===== config.mk =====
export PLATFORM = sky130hd
export DESIGN_NAME = linear_assoc_counter_table
export DESIGN_NICKNAME = d
export VERILOG_FILES = /design/src/rtl/lact_pkg.sv /design/src/rtl/linear_assoc_counter_table.sv
export SDC_FILE = /design/constraint.sdc
export NUM_CORES = 2
export LEC_CHECK = 0
export BUFFER_PORTS_ARGS = -buffer_cell sky130_fd_sc_hd__buf_2
export CAP_MARGIN = 25
export CORE_MARGIN = 1.5
export CORE_UTILIZATION = 50
export DETAILED_ROUTE_END_ITERATION = 12
export PLACE_DENSITY = 0.62
export SYNTH_ARGS = -nofsm -noshare
export SYNTH_HDL_FRONTEND = slang
export SYNTH_SLANG_ARGS = --single-unit

===== constraint.sdc =====
create_clock -name i_clk -period 9.8 [get_ports i_clk]
set_clock_uncertainty 0.05 [all_clocks]
set_input_delay 1.47 -clock i_clk [delete_from_list [all_inputs] [get_ports i_clk]]
set_output_delay 1.47 -clock i_clk [all_outputs]
set_load 0.05 [all_outputs]

===== src/rtl/lact_pkg.sv =====
// ----------------------------------------------------------------------------
// lact_pkg
// Shared types and operation codes for the linear association counter table.
// ----------------------------------------------------------------------------
package lact_pkg;

    // Operation codes
    localparam logic [1:0] OP_INSERT    = 2'd0;
    localparam logic [1:0] OP_INCREMENT = 2'd1;
    localparam logic [1:0] OP_LOOKUP    = 2'd2;
    localparam logic [1:0] OP_CLEAR     = 2'd3;

    // Field widths of one transaction
    localparam int unsigned KEY_W   = 32;
    localparam int unsigned VALUE_W = 32;
    localparam int unsigned COUNT_W = 7;

    // Request transaction
    typedef struct packed {
        logic [1:0]         operation;
        logic [KEY_W-1:0]   key;
        logic [VALUE_W-1:0] value;
    } t_in_item;

    // Response transaction
    typedef struct packed {
        logic [VALUE_W-1:0] result_value;
        logic               found;
        logic               full_res;
        logic [COUNT_W-1:0] entry_count;
    } t_out_item;

endpackage


===== src/rtl/linear_assoc_counter_table.sv =====
// ----------------------------------------------------------------------------
// linear_assoc_counter_table
// Fixed-depth key/value table with linear first-match search, used for
// insert-if-absent, counting, lookup and clear.
// ----------------------------------------------------------------------------
// Sequence: clear goes straight to the response; other operations scan keys
//   from entry 0; a hit reads (and on increment updates) the value, a miss
//   appends unless it is a lookup or the table is full. Throughput: one
//   transaction at a time; the key memory read port steps one entry per cycle.
// Reset: synchronous, active low; the table comes up empty, the memories are
//   not cleared and only entries below the fill count are ever read.
module linear_assoc_counter_table #(
    parameter int unsigned TABLE_DEPTH = 64,
    parameter int unsigned KEY_BITS    = 32,
    parameter int unsigned VALUE_BITS  = 32
) (
    input  logic                i_clk,
    input  logic                i_rst_n,
    input  logic                i_in_valid,
    output logic                o_in_stall,
    input  lact_pkg::t_in_item  i_in_data,
    output logic                o_out_valid,
    input  logic                i_out_stall,
    output lact_pkg::t_out_item o_out_data
);
    import lact_pkg::*;

    localparam int unsigned CW  = $clog2(TABLE_DEPTH + 1);
    localparam int unsigned AW  = (TABLE_DEPTH > 1) ? $clog2(TABLE_DEPTH) : 1;
    localparam int unsigned KIN = (KEY_BITS < KEY_W) ? KEY_BITS : KEY_W;
    localparam int unsigned VIN = (VALUE_BITS < VALUE_W) ? VALUE_BITS : VALUE_W;

    // Sequencer states
    localparam logic [2:0] S_IDLE = 3'd0;
    localparam logic [2:0] S_SCAN = 3'd1;
    localparam logic [2:0] S_ADD  = 3'd2;
    localparam logic [2:0] S_VRD  = 3'd3;
    localparam logic [2:0] S_VUPD = 3'd4;
    localparam logic [2:0] S_DONE = 3'd5;

    // Table storage
    logic [KEY_BITS-1:0]   key_mem [TABLE_DEPTH];
    logic [VALUE_BITS-1:0] val_mem [TABLE_DEPTH];

    // Control registers
    logic [2:0]            r_state, n_state;
    logic [CW-1:0]         r_count, n_count;
    logic [CW-1:0]         r_idx, n_idx;
    logic                  r_pend, n_pend;
    logic                  r_out_vld, n_out_vld;

    // Datapath registers
    logic [1:0]            r_op, n_op;
    logic [KEY_BITS-1:0]   r_key, n_key;
    logic [VALUE_BITS-1:0] r_val, n_val;
    logic [AW-1:0]         r_pidx, n_pidx;
    logic [AW-1:0]         r_midx, n_midx;
    logic [VALUE_BITS-1:0] r_res, n_res;
    logic                  r_found, n_found;
    logic                  r_full, n_full;
    t_out_item             r_out, n_out;
    logic [KEY_BITS-1:0]   r_key_q;
    logic [VALUE_BITS-1:0] r_val_q;

    // Memory port controls
    logic                  w_key_rd;
    logic                  w_val_rd;
    logic                  w_key_we;
    logic                  w_val_we;
    logic [AW-1:0]         w_wr_addr;
    logic [VALUE_BITS-1:0] w_val_wdata;
    logic                  w_in_acc;
    logic                  w_hit;

    assign w_in_acc    = i_in_valid && !o_in_stall;
    assign o_in_stall  = (r_state != S_IDLE);
    assign o_out_valid = r_out_vld;
    assign o_out_data  = r_out;

    // Compare of the key read in the previous scan cycle
    assign w_hit = (r_state == S_SCAN) && r_pend && (r_key_q == r_key);

    // Sequencer and next-value logic
    always_comb begin
        n_state     = r_state;
        n_count     = r_count;
        n_idx       = r_idx;
        n_pend      = r_pend;
        n_out_vld   = r_out_vld && i_out_stall;
        n_op        = r_op;
        n_key       = r_key;
        n_val       = r_val;
        n_pidx      = r_pidx;
        n_midx      = r_midx;
        n_res       = r_res;
        n_found     = r_found;
        n_full      = r_full;
        n_out       = r_out;
        w_key_rd    = 1'b0;
        w_val_rd    = 1'b0;
        w_key_we    = 1'b0;
        w_val_we    = 1'b0;
        w_wr_addr   = r_midx;
        w_val_wdata = r_val_q;

        unique case (r_state)
            S_IDLE: begin
                if (w_in_acc) begin
                    n_op    = i_in_data.operation;
                    n_key   = KEY_BITS'(i_in_data.key[KIN-1:0]);
                    n_val   = VALUE_BITS'(i_in_data.value[VIN-1:0]);
                    n_res   = '0;
                    n_found = 1'b0;
                    n_full  = 1'b0;
                    n_idx   = '0;
                    n_pend  = 1'b0;
                    if (i_in_data.operation == OP_CLEAR) begin
                        n_count = '0;
                        n_state = S_DONE;
                    end else if (r_count == '0) begin
                        n_state = S_ADD;
                    end else begin
                        n_state = S_SCAN;
                    end
                end
            end
            S_SCAN: begin
                if (w_hit) begin
                    n_midx  = r_pidx;
                    n_pend  = 1'b0;
                    n_state = S_VRD;
                end else if (r_idx == r_count) begin
                    n_pend  = 1'b0;
                    n_state = S_ADD;
                end else begin
                    // Issue the next key read
                    w_key_rd = 1'b1;
                    n_pidx   = r_idx[AW-1:0];
                    n_idx    = CW'(r_idx + 1'b1);
                    n_pend   = 1'b1;
                end
            end
            S_ADD: begin
                if (r_op == OP_LOOKUP) begin
                    n_state = S_DONE;
                end else if (r_count == CW'(TABLE_DEPTH)) begin
                    n_full  = 1'b1;
                    n_state = S_DONE;
                end else begin
                    // Append the new key at the fill position
                    w_key_we    = 1'b1;
                    w_val_we    = 1'b1;
                    w_wr_addr   = r_count[AW-1:0];
                    w_val_wdata = (r_op == OP_INSERT) ? r_val : VALUE_BITS'(1);
                    n_res       = w_val_wdata;
                    n_count     = CW'(r_count + 1'b1);
                    n_state     = S_DONE;
                end
            end
            S_VRD: begin
                w_val_rd = 1'b1;
                n_state  = S_VUPD;
            end
            S_VUPD: begin
                n_found = 1'b1;
                if (r_op == OP_INCREMENT) begin
                    w_val_we    = 1'b1;
                    w_wr_addr   = r_midx;
                    w_val_wdata = r_val_q + VALUE_BITS'(1);
                    n_res       = w_val_wdata;
                end else begin
                    n_res = r_val_q;
                end
                n_state = S_DONE;
            end
            S_DONE: begin
                // Move the response into the output register once it is free
                if (!r_out_vld || !i_out_stall) begin
                    n_out.result_value = VALUE_W'(r_res[VIN-1:0]);
                    n_out.found        = r_found;
                    n_out.full_res     = r_full;
                    n_out.entry_count  = COUNT_W'(r_count);
                    n_out_vld          = 1'b1;
                    n_state            = S_IDLE;
                end
            end
            default: begin
                n_state = S_IDLE;
            end
        endcase
    end

    // Control state
    always_ff @(posedge i_clk) begin
        if (!i_rst_n) begin
            r_state   <= S_IDLE;
            r_count   <= '0;
            r_idx     <= '0;
            r_pend    <= 1'b0;
            r_out_vld <= 1'b0;
        end else begin
            r_state   <= n_state;
            r_count   <= n_count;
            r_idx     <= n_idx;
            r_pend    <= n_pend;
            r_out_vld <= n_out_vld;
        end
    end

    // Payload registers
    always_ff @(posedge i_clk) begin
        r_op    <= n_op;
        r_key   <= n_key;
        r_val   <= n_val;
        r_pidx  <= n_pidx;
        r_midx  <= n_midx;
        r_res   <= n_res;
        r_found <= n_found;
        r_full  <= n_full;
        r_out   <= n_out;
    end

    // Key memory: one write, one registered read
    always_ff @(posedge i_clk) begin
        if (w_key_we) begin
            key_mem[w_wr_addr] <= r_key;
        end
        if (w_key_rd) begin
            r_key_q <= key_mem[r_idx[AW-1:0]];
        end
    end

    // Value memory: one write, one registered read
    always_ff @(posedge i_clk) begin
        if (w_val_we) begin
            val_mem[w_wr_addr] <= w_val_wdata;
        end
        if (w_val_rd) begin
            r_val_q <= val_mem[r_midx];
        end
    end

`ifndef SYNTHESIS
    // Fill count never exceeds the table depth
    a_count_bound: assert property (@(posedge i_clk) disable iff (!i_rst_n)
        r_count <= CW'(TABLE_DEPTH))
        else $error("entry count beyond table depth");

    // Scan pointer stays within the filled region
    a_scan_bound: assert property (@(posedge i_clk) disable iff (!i_rst_n)
        (r_state == S_SCAN) |-> (r_idx <= r_count))
        else $error("scan index past fill count");

    // A clear empties the table by the next cycle
    a_clear_empties: assert property (@(posedge i_clk) disable iff (!i_rst_n)
        (w_in_acc && i_in_data.operation == OP_CLEAR) |=> (r_count == '0))
        else $error("clear did not empty the table");

    // A dropped key only happens on a full table and reports no value
    a_drop_full: assert property (@(posedge i_clk) disable iff (!i_rst_n)
        (o_out_valid && o_out_data.full_res) |->
            (!o_out_data.found && o_out_data.result_value == '0 &&
             o_out_data.entry_count == COUNT_W'(TABLE_DEPTH)))
        else $error("drop response inconsistent");
`endif

endmodule

# Word level (Yosys, flattened, before mapping)
# Memory sizes are Yosys's and may differ from the RTL's. A register that Yosys moved wholly into a read port is not among the register bits.
# Cells that the tools add are included.
[word_totals]
register_bits = 172
ram_bits = 4096
in_bits = 70
wordCells = 121
mem_count = 2
[classes]
n_addsub = 3
n_eq_ne = 20
n_mux = 49
bitwise = 2
reduce_logical = 28
[memory_table]
columns = ["name", "words", "width", "rd", "rd_ports_with_merged_regs", "write_ports", "line", "text"]
rows = [
  ["key_mem", 64, 32, 1, 1, 1, "linear_assoc_counter_table.sv:42", "logic [KEY_BITS-1:0] key_mem [TABLE_DEPTH];"],
  ["val_mem", 64, 32, 1, 1, 1, "linear_assoc_counter_table.sv:43", "logic [VALUE_BITS-1:0] val_mem [TABLE_DEPTH];"],
]
[ops]
columns = ["cell", "count"]
rows = [
  ["2-to-1 mux 32 bit", 7],
  ["case mux 32 bit (3 select lines)", 1],
  ["case mux 32 bit (2 select lines)", 1],
  ["2-to-1 mux 7 bit", 7],
  ["adder 32 x 1 -> 32 bit (second input constant)", 1],
  ["== test 32 bit", 1],
  ["case mux 7 bit (2 select lines)", 2],
  ["2-to-1 mux 6 bit", 3],
  ["2-to-1 mux 1 bit", 17],
  ["inequality test 2 bit (second input constant)", 8],
  ["2-to-1 mux 3 bit", 5],
  ["case mux 3 bit (5 select lines)", 1],
  ["adder 7 x 1 -> 7 bit (second input constant)", 2],
  ["AND reduction 4 bit", 3],
  ["AND reduction 2 bit", 5],
  ["case mux 1 bit (2 select lines)", 4],
  ["== test 7 bit", 1],
  ["== test 7 bit (second input constant)", 1],
  ["zero test 7 bit", 1],
  ["== test 3 x 2 -> 1 bit (second input constant)", 2],
  ["== test 3 bit (second input constant)", 2],
  ["AND reduction 3 bit", 2],
  ["nonzero test 2 bit", 3],
  ["nonzero test 3 bit", 2],
  ["other kinds (13)", 20],
]

# Depth between registers and ports, before layout
[logic_depth]
depth_word = 6
mapped_depth = 10
depth_no_buf = 7

# Least setup slack after synthesis
# No wires, ideal clock.
[synth_timing]
path_kind = "reg2reg"
from = "reg r_val_q[7] (read register of val_mem)"
to = "mem val_mem[0][22] (data pin)"
setup_ns = 1.009
t_arrival_ns = 5.903
required_ns = 8.741
setup_slack_ns = 2.839
stages_incl_launch_ff = 7
period_less_slack_ns = 6.961
path_cell_list = "edfxtp_1 > and4_1 > clkbuf_1 > nand4_1 > nor3_1 > nand3_1 > o311ai_0"
[synth_via]
elab_chain_len = 3
[synth_rtl]
columns = ["element", "line", "text"]
rows = [
  ["start: declaration", "linear_assoc_counter_table.sv:63", "logic [VALUE_BITS-1:0] r_val_q;"],
  ["adder 32 x 1 -> 32 bit", "linear_assoc_counter_table.sv:169", "w_val_wdata = r_val_q + VALUE_BITS'(1);"],
  ["2-to-1 mux 32 bit", "linear_assoc_counter_table.sv:166", "if (r_op == OP_INCREMENT) begin"],
  ["case mux 32 bit (2 select lines)", "linear_assoc_counter_table.sv:106", "unique case (r_state)"],
  ["via w_val_wdata[22]", "linear_assoc_counter_table.sv:71", "logic [VALUE_BITS-1:0] w_val_wdata;"],
  ["end: declaration", "linear_assoc_counter_table.sv:43", ""],
]
# The timed path passes the listed nets, and every way through them passes these cells.

# Final worst setup path
[layout_timing]
from = "reg r_state[2]"
to = "mem key_mem[61][13] (enable)"
[layout_via]
elab_chain_len = 4
[layout_rtl]
columns = ["element", "line", "text"]
rows = [
  ["start: declaration", "linear_assoc_counter_table.sv:46", "logic [2:0] r_state, n_state;"],
  ["start signal: assignment", "linear_assoc_counter_table.sv:202", "r_state <= n_state;"],
  ["== test 3 x 2 -> 1 bit (*)", "linear_assoc_counter_table.sv:106", ""],
  ["2-to-1 mux 1 bit", "linear_assoc_counter_table.sv:106", ""],
  ["2-to-1 mux 1 bit", "linear_assoc_counter_table.sv:225", "if (w_key_we) begin"],
  ["2-to-1 mux 1 bit (not written as such)", "linear_assoc_counter_table.sv:226", "key_mem[w_wr_addr] <= r_key;"],
  ["end: declaration", "linear_assoc_counter_table.sv:42", ""],
]
# Mark *: on every way between the ends. The rest lies on a longest branch, timed or not.

==> reports/qor.csv <==
metric;value;unit
avgSynthCellArea;23.8;um2
yosys_warnings;0;
status;finished, final reports clean;
cp.arrival;5510;ps
htreeDepth;5;
num_vias;76200;
min_path_type;flip-flop to flip-flop;
total_power;44700;uW
seq_area_frac_synth;0.785;
critical_path.cell_chain;or3b_2, clkinv_1, nand2b_1, nor2_1, o21ai_0, nand2_2, buf_4, nor2_4, buf_4;
setup_viol;0;
crit_type;flip-flop to flip-flop;
fin_area;0.188;mm2
cp_data_required_time;10370;ps
startpoint_type;flip-flop;
async_flop_share;0;
hold_end;o_out_data[17]$_DFFE_PP_;
leakage;0.0569;uW
die_w;578;um
die-area;0.334;mm2
n_fill_cell;23600;
clockRootBuffer;clkbuf_16;
dp_hpwl;237000;um
start_util;0.504;
p_per_area;238;mW/mm2
drtPass1Iterations;5;
r2r_start;r_state[2]$_SDFFE_PN0P_;
fp.dieH;578;um
cts_resized;0;
numPortBuffers;112;
reg2reg_depth;9;
grt_max_degree;133;
synth-seq-cells;4332;
syn-num-nets;7024;
worst_setup_path_end_kind;flip-flop;
cts_buffers;422;
clockBufferDepth;4;
grt_pass1_wl;584000;um
slowest_stage;clkinv_1;
grt_overflow;0;
ir_worst_vdd;0.193;mV
grt_pass1_vias;77100;
final_nets;7478;
syn2layout_area_growth;13.5;%
cts_tree;yes;
max_stage_delay;620;ps
cap_violations;0;
min_path_cells;0;
wire_per_inst;33.9;um
synthFlopType;edfxtp_1;
regArea;0.130;mm2
routed_via_density;6.30;
antenna_found_initial;19;
fin_util;0.572;
cpMostUsedCell;buf_4;
grt.busiest_layer;met2;
rows;210;
core_area;0.328;mm2
hold_viol;0;
globalRouteMet3Util;0.0293;
critPathMaxFanout;19;
worstSkewPairLatency;970;ps
final_antenna_net_count;0;
multi_input_area;0.0353;mm2
routed_wl;411000;um
period_minus_slack;4940;ps
slew-limit-headroom;0.0992;
rsz0062_at_grt;no;
cts_setup_buffers;0;
worstPathBufferInverterCount;3;
setup_tns;0;ps
synth_edf_count;4313;
place_congestion;0.832;
min_period_over_period;0.504;
hold_slack;367;ps
ys_types;67;
rr_endpoint;key_mem[61][13]$_DFFE_PP_;
placed_area;0.174;mm2
use_met2;0.410;
cp_top_family;simple AND/OR/NAND/NOR gates;
hold_buffers;0;
synth_area;0.165;mm2
grtUsageMet1;0.340;
rrSetupSlack;4860;ps
drc_errors;0;
worst_hold_startpoint;r_res[8]$_DFFE_PP_;
slew_viol_final;0;
syn_inst;6950;
cts.sinks;4332;
grt_use_total;0.248;
clkTransAtPathRegs;60;ps
ios;113;
fmax;202;MHz
cp.depth;9;
worstMarginPinSlew;1350;ps
drt_iter0_markers;8495;
drive_gt1_frac;0.316;
-- cells by family after synthesis --
| group | Yosys count | synth area share |
|---|---|---|
| DFF | 4332 | 0.785 |
| muxes | 1304 | 0.173 |
| and+or+nand+nor | 505 | 0.0143 |
| buffers and inverters | 388 | 0.00918 |
| AOI/OAI and AO/OA | 344 | 0.0141 |
| xor gates and xnor gates | 73 | 0.00387 |
| adders and majority gates | 4 | 0.000303 |
-- sequential cells by signal (all words and copies together), names as in the netlist, 7 cells and up --
name,cells
r_count,7
r_idx,7
o_out_data,41
r_res,32
r_key_q,32
r_key,32
val_mem,2048
r_val,32
key_mem,2048
r_val_q,32
-- worst register-to-register path, cell delays in order (launching register included) --
cell and delay (ps):
dfxtp_1 560, or3b_2 280, clkinv_1 620, nand2b_1 510, nor2_1 140, o21ai_0 430, nand2_2 540, buf_4 450
nor2_4 610, buf_4 420
-- synth_stat cells, types with 4 or more instances --
cell      instances  area, um2
edfxtp_1       4313     130000
mux2_2            5       56.3
a32oi_1          12        105
clkbuf_1        222        833
xnor2_1          39        342
buf_2            32        160
o21ai_0          73        365
a22o_1            5       43.8
nor2b_1          47        294
mux4_2         1241      27900
a22oi_1          98        736
o211ai_1         11       82.6
nand3_1          48        240
a211oi_1         36        270
xor2_1           34        298
and3_1           16        100
ha_1              4       50.1
nor4_1            5       31.3
nor3_1           14       70.1
nand4_1          13       81.3
dfxtp_1          19        380
a221o_1           5       50.1
or4_2             5       43.8
mux2i_1          58        581
o31ai_1           8       60.1
inv_1            11       41.3
nand2b_1          7       43.8
o311ai_0          7       61.3
buf_1           118        443
nand4b_1          5       43.8
a21oi_1          61        305
o221ai_1          4       35.0
nor2_1          175        657
and2_1            9       56.3
nand2_1         143        537
-- final cells by class --
| cell class | instances | share of cell area |
|---|---|---|
| clock inverters | 250 | 0.0129 |
| flip-flops and latches | 4332 | 0.692 |
| inverters | 12 | 0.000253 |
| multi-input cells | 2230 | 0.188 |
| diodes | 8 | 0.000107 |
| clock buffers | 525 | 0.0592 |
| well taps | 4346 | 0.0290 |
| repair buffers | 406 | 0.0186 |
-- stage by stage --
| step | setup WS (ps) | instances |
|---|---|---|
| 2_1_floorplan | 2840 | 6950 |
| 3_3_place_gp | 4540 | 11300 |
| 3_5_place_dp | 4860 | 11300 |
| 4_1_cts | 4840 | 12100 |
| 5_1_grt | 4730 | 12100 |
| 6_report | 4860 | 12100 |
-- worst max-delay path by stage --
stage / from / endpoint / slack, ps
6_report: r_state[2]$_SDFFE_PN0P_ / key_mem[61][13]$_DFFE_PP_ / 4860
4_1_cts: r_midx[0]$_DFFE_PP_ / r_val_q[25]$_DFFE_PP_ / 4840
5_1_grt: r_state[2]$_SDFFE_PN0P_ / key_mem[62][21]$_DFFE_PP_ / 4730
2_1_floorplan: r_val_q[7]$_DFFE_PP_ / val_mem[0][22]$_DFFE_PP_ / 2840
3_3_place_gp: r_state[2]$_SDFFE_PN0P_ / val_mem[38][25]$_DFFE_PP_ / 4540
3_5_place_dp: r_midx[0]$_DFFE_PP_ / r_val_q[25]$_DFFE_PP_ / 4860
-- metal layers --
metal / vias up / routed length, um
met5: - / 8
met3: 587 / 26000
met1: 41700 / 161000
met2: 3104 / 207000
met4: 2 / 17200
li1: 30900 / -
-- power by group --
part | switching, uW | leakage (uW) | internal, uW
registers | 300 | 0.0391 | 22700
clock network | 6870 | 0.00658 | 9070
logic | 4190 | 0.0113 | 1610
-- layout by cell type, fill, tap and decap left out, drive strengths merged, types with 9 or more instances in the layout --
master / count
clkinvlp: 20
o211ai: 11
bufinv: 38
edfxtp: 4313
nand4: 13
nand2: 143
o21ai: 73
nand3: 48
a21oi: 61
dfxtp: 19
xnor2: 39
nor2: 176
a22oi: 98
a32oi: 12
nor2b: 47
inv: 30
xor2: 34
clkinv: 174
and2: 9
a211oi: 36
mux4: 1241
buf: 406
and3: 17
mux2i: 58
clkbuf: 525
nor3: 14
Power figures use the tool's default switching activity.
